File: src/rtl/rtt_aimd_pkg.sv
package rtt_aimd_pkg;

  localparam logic [15:0] MSS_RESET = 16'd1460;
  localparam logic [15:0] THR_RESET = 16'd205;
  localparam logic [31:0] ALL_ONES32 = 32'hFFFF_FFFF;
  localparam logic [7:0] GROWTH_LIMIT = 8'd5;
  localparam logic [7:0] GROWTH_MAX = 8'd255;
  localparam int Q10_SHIFT = 10;
  localparam int DIV_STEPS = 33;
  localparam logic [5:0] DIV_LAST = 6'(DIV_STEPS - 1);

  localparam logic CFG_MSS = 1'b0;
  localparam logic CFG_THR = 1'b1;

  typedef enum logic [1:0] {
    REQ_RTT  = 2'd0,
    REQ_INC  = 2'd1,
    REQ_LOSS = 2'd2
  } req_t;

  typedef enum logic [3:0] {
    ST_IDLE,
    ST_EXEC,
    ST_STEP,
    ST_PROD,
    ST_DIV,
    ST_QUOT,
    ST_MUL,
    ST_ADD,
    ST_DONE
  } state_t;

  typedef struct packed {
    logic capture;
    logic exec;
    logic step;
    logic prod;
    logic div;
    logic quot;
    logic mul;
    logic add;
    logic load_out;
  } cmd_t;

  typedef struct packed {
    req_t req;
    logic slow_start;
    logic cwnd_zero;
    logic div_last;
  } status_t;

endpackage

File: src/rtl/rtt_aimd_ctrl.sv
module rtt_aimd_ctrl import rtt_aimd_pkg::*; (
  input  logic    clk,
  input  logic    rst,
  input  logic    in_valid,
  output logic    in_stall,
  output logic    out_valid,
  input  logic    out_stall,
  input  status_t status,
  output cmd_t    cmd
);

  state_t state;
  state_t state_next;
  logic   out_free;

  assign out_free = !out_valid || !out_stall;
  assign in_stall = (state != ST_IDLE);

  always_ff @(posedge clk) begin
    if (rst) begin
      state <= ST_IDLE;
      out_valid <= 1'b0;
    end else begin
      state <= state_next;
      if (cmd.load_out) begin
        out_valid <= 1'b1;
      end else if (!out_stall) begin
        out_valid <= 1'b0;
      end
    end
  end

  always_comb begin
    state_next = state;
    case (state)
      ST_IDLE: begin
        if (in_valid) begin
          state_next = ST_EXEC;
        end
      end
      ST_EXEC: begin
        if (status.req == REQ_INC) begin
          state_next = status.slow_start ? ST_MUL : ST_STEP;
        end else begin
          state_next = ST_DONE;
        end
      end
      ST_STEP: state_next = ST_PROD;
      ST_PROD: state_next = status.cwnd_zero ? ST_MUL : ST_DIV;
      ST_DIV: begin
        if (status.div_last) begin
          state_next = ST_QUOT;
        end
      end
      ST_QUOT: state_next = ST_MUL;
      ST_MUL:  state_next = ST_ADD;
      ST_ADD:  state_next = ST_DONE;
      ST_DONE: begin
        if (out_free) begin
          state_next = ST_IDLE;
        end
      end
      default: state_next = ST_IDLE;
    endcase
  end

  always_comb begin
    cmd = '0;
    case (state)
      ST_IDLE: cmd.capture = in_valid;
      ST_EXEC: cmd.exec = 1'b1;
      ST_STEP: cmd.step = 1'b1;
      ST_PROD: cmd.prod = 1'b1;
      ST_DIV:  cmd.div = 1'b1;
      ST_QUOT: cmd.quot = 1'b1;
      ST_MUL:  cmd.mul = 1'b1;
      ST_ADD:  cmd.add = 1'b1;
      ST_DONE: cmd.load_out = out_free;
      default: cmd = '0;
    endcase
  end

endmodule

File: src/rtl/rtt_aimd_dp.sv
module rtt_aimd_dp import rtt_aimd_pkg::*; (
  input  logic        clk,
  input  logic        rst,
  input  logic        cfg_we,
  input  logic        cfg_index,
  input  logic [15:0] cfg_data,
  input  logic [1:0]  req_type,
  input  logic [31:0] rtt_us,
  input  logic [15:0] segments_acked,
  input  logic [31:0] cwnd_in,
  input  logic [31:0] ssthresh_in,
  input  logic [31:0] bytes_in_flight,
  output logic [31:0] cwnd_out,
  output logic [31:0] ssthresh_out,
  output logic        in_avoidance,
  output logic        slowed_down,
  input  cmd_t        cmd,
  output status_t     status
);

  // configuration
  logic [15:0] mss;
  logic [15:0] thr;

  // per-flow state
  logic [31:0] base_rtt;
  logic [31:0] latest_rtt;
  logic [31:0] previous_cwnd;
  logic [7:0]  growth_count;
  logic        avoidance_flag;

  // captured transaction
  req_t        req_q;
  logic [31:0] rtt_q;
  logic [15:0] segs_q;
  logic [31:0] cwnd_q;
  logic [31:0] ssth_q;
  logic [31:0] flight_q;

  // working registers
  logic [47:0] rise_rhs;
  logic [16:0] step;
  logic [32:0] dq;
  logic [31:0] rem;
  logic [5:0]  div_cnt;
  logic [32:0] adder;
  logic [48:0] mul_res;
  logic [31:0] res_cwnd;
  logic [31:0] res_ssth;
  logic        res_slowed;

  logic        risen;
  logic [7:0]  growth_next;
  logic [16:0] step_next;
  logic [17:0] mss_x3;
  logic [32:0] trial;
  logic        trial_ge;
  logic [49:0] sum;
  logic [16:0] twice_mss;
  logic [31:0] half_flight;

  assign status.req = req_q;
  assign status.slow_start = (cwnd_q < ssth_q);
  assign status.cwnd_zero = (cwnd_q == '0);
  assign status.div_last = (div_cnt == DIV_LAST);

  always_comb begin
    risen = (base_rtt != ALL_ONES32) && (latest_rtt != '0) && (latest_rtt > base_rtt) &&
            ({6'd0, (latest_rtt - base_rtt), {Q10_SHIFT{1'b0}}} > rise_rhs);
    growth_next = growth_count;
    if (cwnd_q == previous_cwnd) begin
      growth_next = '0;
    end else if (cwnd_q > previous_cwnd && growth_count < GROWTH_MAX) begin
      growth_next = growth_count + 8'd1;
    end
    mss_x3 = {2'b00, mss} + {1'b0, mss, 1'b0};
    if (risen) begin
      step_next = {2'b00, mss[15:1]};
    end else if (growth_next > GROWTH_LIMIT) begin
      step_next = mss_x3[17:1];
    end else begin
      step_next = {1'b0, mss};
    end
  end

  // restoring divider, one quotient bit per cycle
  assign trial = {rem, dq[32]};
  assign trial_ge = (trial >= {1'b0, cwnd_q});

  assign sum = {18'd0, cwnd_q} + {1'b0, mul_res};
  assign twice_mss = {mss, 1'b0};
  assign half_flight = {1'b0, flight_q[31:1]};

  always_ff @(posedge clk) begin
    if (rst) begin
      mss <= MSS_RESET;
      thr <= THR_RESET;
      base_rtt <= ALL_ONES32;
      latest_rtt <= ALL_ONES32;
      previous_cwnd <= '0;
      growth_count <= '0;
      avoidance_flag <= 1'b0;
    end else begin
      if (cfg_we) begin
        case (cfg_index)
          CFG_MSS: mss <= cfg_data;
          CFG_THR: thr <= cfg_data;
          default: ;
        endcase
      end
      if (cmd.exec) begin
        case (req_q)
          REQ_RTT: begin
            if (rtt_q != '0) begin
              if (rtt_q < base_rtt) begin
                base_rtt <= rtt_q;
              end
              latest_rtt <= rtt_q;
            end
          end
          REQ_INC: begin
            if (cwnd_q < ssth_q) begin
              previous_cwnd <= cwnd_q;
              avoidance_flag <= 1'b0;
            end else begin
              avoidance_flag <= 1'b1;
            end
          end
          REQ_LOSS: growth_count <= '0;
          default: ;
        endcase
      end
      if (cmd.step) begin
        // growth test needs the old window, so in avoidance it is replaced only here
        previous_cwnd <= cwnd_q;
        if (!risen) begin
          growth_count <= growth_next;
        end
      end
    end
  end

  always_ff @(posedge clk) begin
    if (cmd.capture) begin
      req_q <= req_t'(req_type);
      rtt_q <= rtt_us;
      segs_q <= segments_acked;
      cwnd_q <= cwnd_in;
      ssth_q <= ssthresh_in;
      flight_q <= bytes_in_flight;
    end
    if (cmd.exec) begin
      rise_rhs <= {16'd0, thr} * {16'd0, base_rtt};
      adder <= {17'd0, mss};
      res_cwnd <= cwnd_q;
      res_ssth <= ssth_q;
      res_slowed <= 1'b0;
      if (req_q == REQ_LOSS) begin
        res_ssth <= ({15'd0, twice_mss} > half_flight) ? {15'd0, twice_mss} : half_flight;
      end
    end
    if (cmd.step) begin
      step <= step_next;
      res_slowed <= risen;
    end
    if (cmd.prod) begin
      dq <= {16'd0, step} * {17'd0, mss};
      rem <= '0;
      div_cnt <= '0;
      adder <= (step == '0) ? 33'd1 : {16'd0, step};
    end
    if (cmd.div) begin
      dq <= {dq[31:0], trial_ge};
      rem <= trial_ge ? 32'(trial - {1'b0, cwnd_q}) : trial[31:0];
      div_cnt <= div_cnt + 6'd1;
    end
    if (cmd.quot) begin
      adder <= (dq == '0) ? 33'd1 : dq;
    end
    if (cmd.mul) begin
      mul_res <= adder * {33'd0, segs_q};
    end
    if (cmd.add) begin
      res_cwnd <= (sum[49:32] != '0) ? ALL_ONES32 : sum[31:0];
    end
    if (cmd.load_out) begin
      cwnd_out <= res_cwnd;
      ssthresh_out <= res_ssth;
      in_avoidance <= avoidance_flag;
      slowed_down <= res_slowed;
    end
  end

endmodule

File: src/rtl/rtt_aware_aimd_cwnd_update_unit.sv
// sequence: rtt samples, losses and other request codes go from capture through execute
// to done, slow start steps also multiply and add, and a congestion avoidance step first
// runs the step, product, divide and quotient states (no divide for a zero window)
// throughput: one transaction at a time; the radix-2 window divide sets
// the avoidance rate, a new transaction is taken while a result waits at the output
// reset: synchronous active-high rst restores mss 1460, threshold 205, rtt state
// unset, growth counter and avoidance flag cleared, output empty
module rtt_aware_aimd_cwnd_update_unit import rtt_aimd_pkg::*; (
  input  logic        clk,
  input  logic        rst,
  input  logic        cfg_we,
  input  logic        cfg_index,
  input  logic [15:0] cfg_data,
  input  logic        in_valid,
  output logic        in_stall,
  input  logic [1:0]  req_type,
  input  logic [31:0] rtt_us,
  input  logic [15:0] segments_acked,
  input  logic [31:0] cwnd_in,
  input  logic [31:0] ssthresh_in,
  input  logic [31:0] bytes_in_flight,
  output logic        out_valid,
  input  logic        out_stall,
  output logic [31:0] cwnd_out,
  output logic [31:0] ssthresh_out,
  output logic        in_avoidance,
  output logic        slowed_down
);

  cmd_t    cmd;
  status_t status;

  rtt_aimd_ctrl u_ctrl (
    .clk       (clk),
    .rst       (rst),
    .in_valid  (in_valid),
    .in_stall  (in_stall),
    .out_valid (out_valid),
    .out_stall (out_stall),
    .status    (status),
    .cmd       (cmd)
  );

  rtt_aimd_dp u_dp (
    .clk             (clk),
    .rst             (rst),
    .cfg_we          (cfg_we),
    .cfg_index       (cfg_index),
    .cfg_data        (cfg_data),
    .req_type        (req_type),
    .rtt_us          (rtt_us),
    .segments_acked  (segments_acked),
    .cwnd_in         (cwnd_in),
    .ssthresh_in     (ssthresh_in),
    .bytes_in_flight (bytes_in_flight),
    .cwnd_out        (cwnd_out),
    .ssthresh_out    (ssthresh_out),
    .in_avoidance    (in_avoidance),
    .slowed_down     (slowed_down),
    .cmd             (cmd),
    .status          (status)
  );

endmodule

File: config.mk
export PLATFORM = sky130hd
export DESIGN_NAME = rtt_aware_aimd_cwnd_update_unit
export DESIGN_NICKNAME = d
export VERILOG_FILES = /design/src/rtl/rtt_aimd_pkg.sv /design/src/rtl/rtt_aimd_ctrl.sv /design/src/rtl/rtt_aimd_dp.sv /design/src/rtl/rtt_aware_aimd_cwnd_update_unit.sv
export SDC_FILE = /design/constraint.sdc
export NUM_CORES = 2
export LEC_CHECK = 0
export BUFFER_PORTS_ARGS = -buffer_cell sky130_fd_sc_hd__buf_2
export CORE_MARGIN = 8
export CORE_UTILIZATION = 55
export CTS_CLUSTER_SIZE = 28
export DETAILED_ROUTE_END_ITERATION = 7
export GPL_TIMING_DRIVEN = 0
export HOLD_SLACK_MARGIN = 0.08
export PLACE_DENSITY = 0.72
export SLEW_MARGIN = 30
export SYNTH_ARGS = -nofsm -noshare
export SYNTH_HDL_FRONTEND = slang
export SYNTH_SLANG_ARGS = --single-unit
File: constraint.sdc
create_clock -name clk -period 11.18 [get_ports clk]
set_input_delay 0.559 -clock clk [delete_from_list [all_inputs] [get_ports clk]]
set_output_delay 0.559 -clock clk [all_outputs]
set_load 0.05 [all_outputs]
# Yosys cells after proc, flatten, opt, wreduce, memory -nomap -nowiden
# Cells that the tools add are included.
[op_classes]
n_eq_ne = 17
n_reduce_logical = 30
muxes = 50
magnitude_cmp = 9
mul = 3
bitwise_logic = 2
add_sub_neg = 6
[ops]
columns = ["cell", "n"]
rows = [
  ["32-bit 2-to-1 mux", 11],
  ["33-bit 2-to-1 mux", 6],
  ["32-bit greater-than comparator", 2],
  ["32-bit less-than comparator", 2],
  ["32-bit nonzero test", 2],
  ["32-bit subtractor", 2],
  ["32-bit by 49-bit adder with 50-bit output", 1],
  ["33-bit by 16-bit multiplier with 49-bit output", 1],
  ["42-bit by 48-bit greater-than comparator with 1-bit output", 1],
  ["16-bit by 32-bit multiplier with 48-bit output", 1],
  ["8-bit 2-to-1 mux", 6],
  ["4-bit one-hot mux with 9 select lines", 1],
  ["33-bit by 32-bit greater-or-equal comparator with 1-bit output", 1],
  ["33-bit logical NOT", 1],
  ["17-bit by 16-bit multiplier with 33-bit output", 1],
  ["32-bit == test", 1],
  ["32-bit logical NOT", 1],
  ["32-bit inequality test (second input constant)", 1],
  ["17-bit by 31-bit greater-than comparator with 1-bit output", 1],
  ["31-bit 2-to-1 mux", 1],
  ["16-bit by 17-bit adder with 18-bit output", 1],
  ["18-bit nonzero test", 1],
  ["17-bit logical NOT", 1],
  ["17-bit 2-to-1 mux", 1],
  ["other kinds (33)", 69],
]
[word_totals]
regBits = 637
wordCells = 148
inputBits = 168

# Logic depth before layout (Yosys ltp)
[logic_depth]
depth_word = 7
mapped_depth = 28
ltp_nobuf = 25

# Hierarchy
# A second synthesis with hierarchy kept.
[hier_totals]
hier_cells = 7778
area_unflattened_um2 = 74582.8
[by_module_without_submodules]
columns = ["mod", "area_each_um2", "cells_each", "seq_area_each_um2", "n_inst"]
rows = [
  ["rtt_aimd_dp", 74246.2, 7731, 17576.9, 1],
  ["rtt_aimd_ctrl", 336.6, 47, 100.1, 1],
]

# Least setup slack after synthesis
# Ideal clock, no wire load.
[synth_timing]
path_type = "reg2reg"
from = "register u_dp.mss[2]"
to = "register u_dp.dq[32] (data pin)"
setup_slack_ps = 4671
path_stages_with_launch = 24
required_time_ps = 10910
t_arrival_ps = 6239
path_buffers = 2
synth_period_minus_slack_ps = 6509
cell_sequence = "dfxtp_1 > clkbuf_1 > clkbuf_1 > nand2_1 > fa_1 > fa_1 > fa_1 > inv_1 > fa_1 > fa_1 > inv_1 > fa_1 > inv_1 > ha_1 > nand4_1 > a21oi_1 > a21oi_1 > a2111oi_0 > nor2_1 > o221ai_1 > o311ai_0 > o21ai_0 > xnor2_1 > a21oi_1"
[synth_between]
elab_chain_cells = 3
[synth_rtl]
columns = ["item", "line_no", "text"]
rows = [
  ["from (decl)", "rtt_aimd_dp.sv:22", "logic [15:0] mss;"],
  ["from (signal assigned)", "rtt_aimd_dp.sv:106", "CFG_MSS: mss <= cfg_data;"],
  ["17-bit by 16-bit multiplier with 33-bit output", "rtt_aimd_dp.sv:167", "dq <= {16'd0, step} * {17'd0, mss};"],
  ["33-bit 2-to-1 mux", "rtt_aimd_dp.sv:166", "if (cmd.prod) begin"],
  ["33-bit 2-to-1 mux", "rtt_aimd_dp.sv:172", "if (cmd.div) begin"],
  ["to (signal assigned)", "rtt_aimd_dp.sv:167", ""],
  ["to (signal assigned)", "rtt_aimd_dp.sv:173", "dq <= {dq[31:0], trial_ge};"],
  ["to (decl)", "rtt_aimd_dp.sv:43", "logic [32:0] dq;"],
]
# No other way between the ends. The select of a mux whose other input is x is not followed.
# A chain may end at the register's enable or synchronous reset.

# Worst setup path in the final report
[layout_timing]
from = "register u_dp.base_rtt[9]"
to = "register u_dp.rise_rhs[44] (data pin)"
[layout_between]
elab_chain_cells = 1
[layout_rtl]
columns = ["item", "line_no", "text"]
rows = [
  ["from (decl)", "rtt_aimd_dp.sv:26", "logic [31:0] base_rtt;"],
  ["from (signal assigned)", "rtt_aimd_dp.sv:116", "base_rtt <= rtt_q;"],
  ["16-bit by 32-bit multiplier with 48-bit output", "rtt_aimd_dp.sv:153", "rise_rhs <= {16'd0, thr} * {16'd0, base_rtt};"],
  ["to (signal assigned)", "rtt_aimd_dp.sv:153", ""],
  ["to (decl)", "rtt_aimd_dp.sv:41", "logic [47:0] rise_rhs;"],
]
# No other way between the ends.

==> flow_summary.ini <==
[placement]
dpl.hpwl_mm = 187
io_buffers = 234
place_congestion = 1.01

[die]
die_h_um = 384
die-area_um2 = 148000
core-area_um2 = 135000
ios = 236
fp.dieW_um = 384
core.rowCount = 135
initial_core_util_pct = 55.2

[cells_and_area]
synthToLayoutAreaGrowth_pct = 10.2
layout.nets = 10200
multi_input_area_um2 = 50200
drive_gt1_share_pct = 5.86
regArea_um2 = 17700
n_fill_cell = 11600

[routing]
wirelength_mm = 234
dr.pass1.iters = 8
drt_iter0_drc = 6110
via_per_inst = 5.85
drc = 1
vias = 59600
wl_per_cell_um = 23.0
postRouteAntennaNets = 0

[job]
drv_cap = 0

[worst_setup_path]
cp.arrival_ns = 8.73
path_class = reg -> reg
required_ns = 11.72
crit_fanout = 10
crit_path_start_kind = register
endpoint_kind = register

[synthesis]
syn_area_um2 = 74600
synth_edf_count = 494
synthesis.nets = 9725
avgSynthCellArea_um2 = 9.46
seq_area_frac_synth_pct = 23.7
synthCells = 7891
synthArstFlopShare_pct = 0
synth_commonest_cells = inv_1 (1428), nand2_1 (1097), fa_1 (1062), ha_1 (604), and2_1 (567)
synthTopCellsByArea = fa_1 (28%), edfxtp_1 (20%), ha_1 (10%)
yosysUniqueCellTypes = 94
yosys_warnings = 0
ys.flop_type = edfxtp_1
yosysTopAreaCellShare_pct = 28.5
synth-seq-cells = 636
synth_top_cell_by_area = fa_1
yosysMostFrequentCell = inv_1

[timing]
tightestPinTransition_ns = 1.06
fin_skew_ns = 0.0549
slew_headroom_pct = 29.2
fin_crit_sh_pct = 73.2
fin_tns_setup_ns = 0
drv_slew = 0
fin_crit_ns = 8.18
fmax_mhz = 122
hold_violations = 0
setup_viol = 0
rsz0062_at_grt = no

[grt]
top_usage_layer = met2
grt.overflow.total = 0
grt_max_degree = 51
use_met3_pct = 8.84
track_usage_pct = 31.7
first_global_vias = 61100
grt_pass1_wl_mm = 358
antenna_found_initial = 16
use_met1_pct = 40.9
grt_util_met2_pct = 49.1

[clock_network]
ctsResizeCount = 0
cts_tree = done
cts_setup_buffers = 0
cts_buffers = 75
cts.sinks = 636
clk_path_buf_depth = 3
htreeDepth = 3
root_buffer = clkbuf_16
clkTransAtPathRegs_ns = 0.06
holdBufCountCts = 119
worstSkewPairLatency_ns = 0.68

[hold_path]
hp-class = in -> reg

[status]
status = complete, but fails checks
violations = design-rule violations
-- cell type report --
type	count	area share, %
Clock inverter	44	0.697
Antenna cell	6	0.0183
Tap cell	1781	2.71
Buffer	358	1.76
Inverter	1428	6.53
Clock buffer	94	2.44
Sequential cell	636	21.5
Timing Repair Buffer	370	3.26
Multi-Input combinational cell	5469	61.1
-- registers in the layout, summed over array words and instances, names as in the netlist, 6 cells and up --
signal              flops
u_dp.rtt_q             32
u_dp.rem               32
u_dp.mss               16
u_dp.cwnd_out          32
u_dp.flight_q          31
u_dp.div_cnt            6
u_dp.res_cwnd          32
u_dp.latest_rtt        32
u_dp.step              17
u_dp.thr               16
u_dp.cwnd_q            32
u_dp.base_rtt          32
u_dp.segs_q            16
u_dp.mul_res           49
u_dp.dq                33
u_dp.adder             33
u_dp.rise_rhs          48
u_dp.res_ssth          32
u_dp.growth_count       8
u_dp.previous_cwnd     32
u_dp.ssth_q            32
u_dp.ssthresh_out      32
-- worst max-delay path, stage by stage (launching register included) --
cell and delay (ns):
dfxtp_1 0.30, clkbuf_1 0.58, clkbuf_1 0.62, nand2_1 0.17
fa_1 0.52, fa_1 0.59, fa_1 0.46, fa_1 0.54
inv_1 0.05, fa_1 0.47, inv_1 0.05, fa_1 0.47
inv_1 0.04, ha_1 0.34, and4_1 0.24, a221oi_1 0.27
o21ai_0 0.22, o2111ai_1 0.42, o211a_1 0.38, a2bb2oi_1 0.46
a2111oi_4 0.24, or4_1 0.51, nand4_1 0.10
-- layer usage --
metal | share of wire, % | wire length [µm]
met2 | 44 | 103000
met1 | 39 | 90400
met4 | 5.8 | 13700
met3 | 11 | 26600
met5 | 0.092 | 216
-- path summary, 6_finish.rpt --
| check | from | slack, ns | depth (start not counted) | end |
|---|---|---|---|---|
| setup / recovery | u_dp.base_rtt[9] | 3.00 | 22 | u_dp.rise_rhs[44] |
| hold / removal | bytes_in_flight[15] | 0.17 | 1 | u_dp.flight_q[15] |
| setup reg to reg | u_dp.base_rtt[9] | 3.00 | 22 | u_dp.rise_rhs[44] |
| hold reg to reg | u_dp.res_ssth[26] | 0.42 | 0 | u_dp.ssthresh_out[26] |
-- metrics by stage --
step           instances  hold WS, ns  utilization, %  setup slack [ns]  instance area (µm²)
4_1_cts            10200        0.104            60.8              3.12                82200
6_report           10200        0.170            60.8              3.00                82200
5_1_grt            10200        0.147            60.8              2.71                82200
3_5_place_dp        9923        0.405            58.0              3.15                78400
3_3_place_gp        9906        0.402            57.7              2.90                78000
2_1_floorplan       7891        0.400               -              4.67                74600
-- cell usage in the layout, fill, tap and decap left out, types with 43 or more instances in the layout --
| cell type | instances |
|---|---|
| o21ai_0 | 225 |
| nor3_1 | 63 |
| inv_1 | 1427 |
| dfxtp_1 | 142 |
| a211o_1 | 73 |
| nand2b_1 | 44 |
| dlygate4sd3_1 | 119 |
| nand3_1 | 59 |
| nor2_1 | 347 |
| edfxtp_1 | 494 |
| mux2i_1 | 66 |
| nor4_1 | 55 |
| xor2_1 | 77 |
| nand4_1 | 71 |
| xnor2_1 | 135 |
| clkbuf_16 | 75 |
| buf_2 | 252 |
| and2_1 | 567 |
| fa_1 | 1062 |
| nand2_1 | 1096 |
| a21o_1 | 125 |
| clkbuf_1 | 332 |
| a21oi_1 | 295 |
| a211oi_1 | 43 |
| ha_1 | 604 |
-- cells by family after synthesis --
group	after synthesis	share of synthesized area, %
AO/OA/AOI/OAI	1074	9.54
AND/OR/NAND/NOR	2448	15.6
XOR/XNOR	212	2.49
flip-flops	636	23.7
buffers and inverters	1786	9.12
adder cells (fa/ha/maj)	1666	38.6
multiplexers	69	0.931
Power is not shown: default switching activity piles up to over one toggle a cycle in this logic, so the estimate is an artifact.
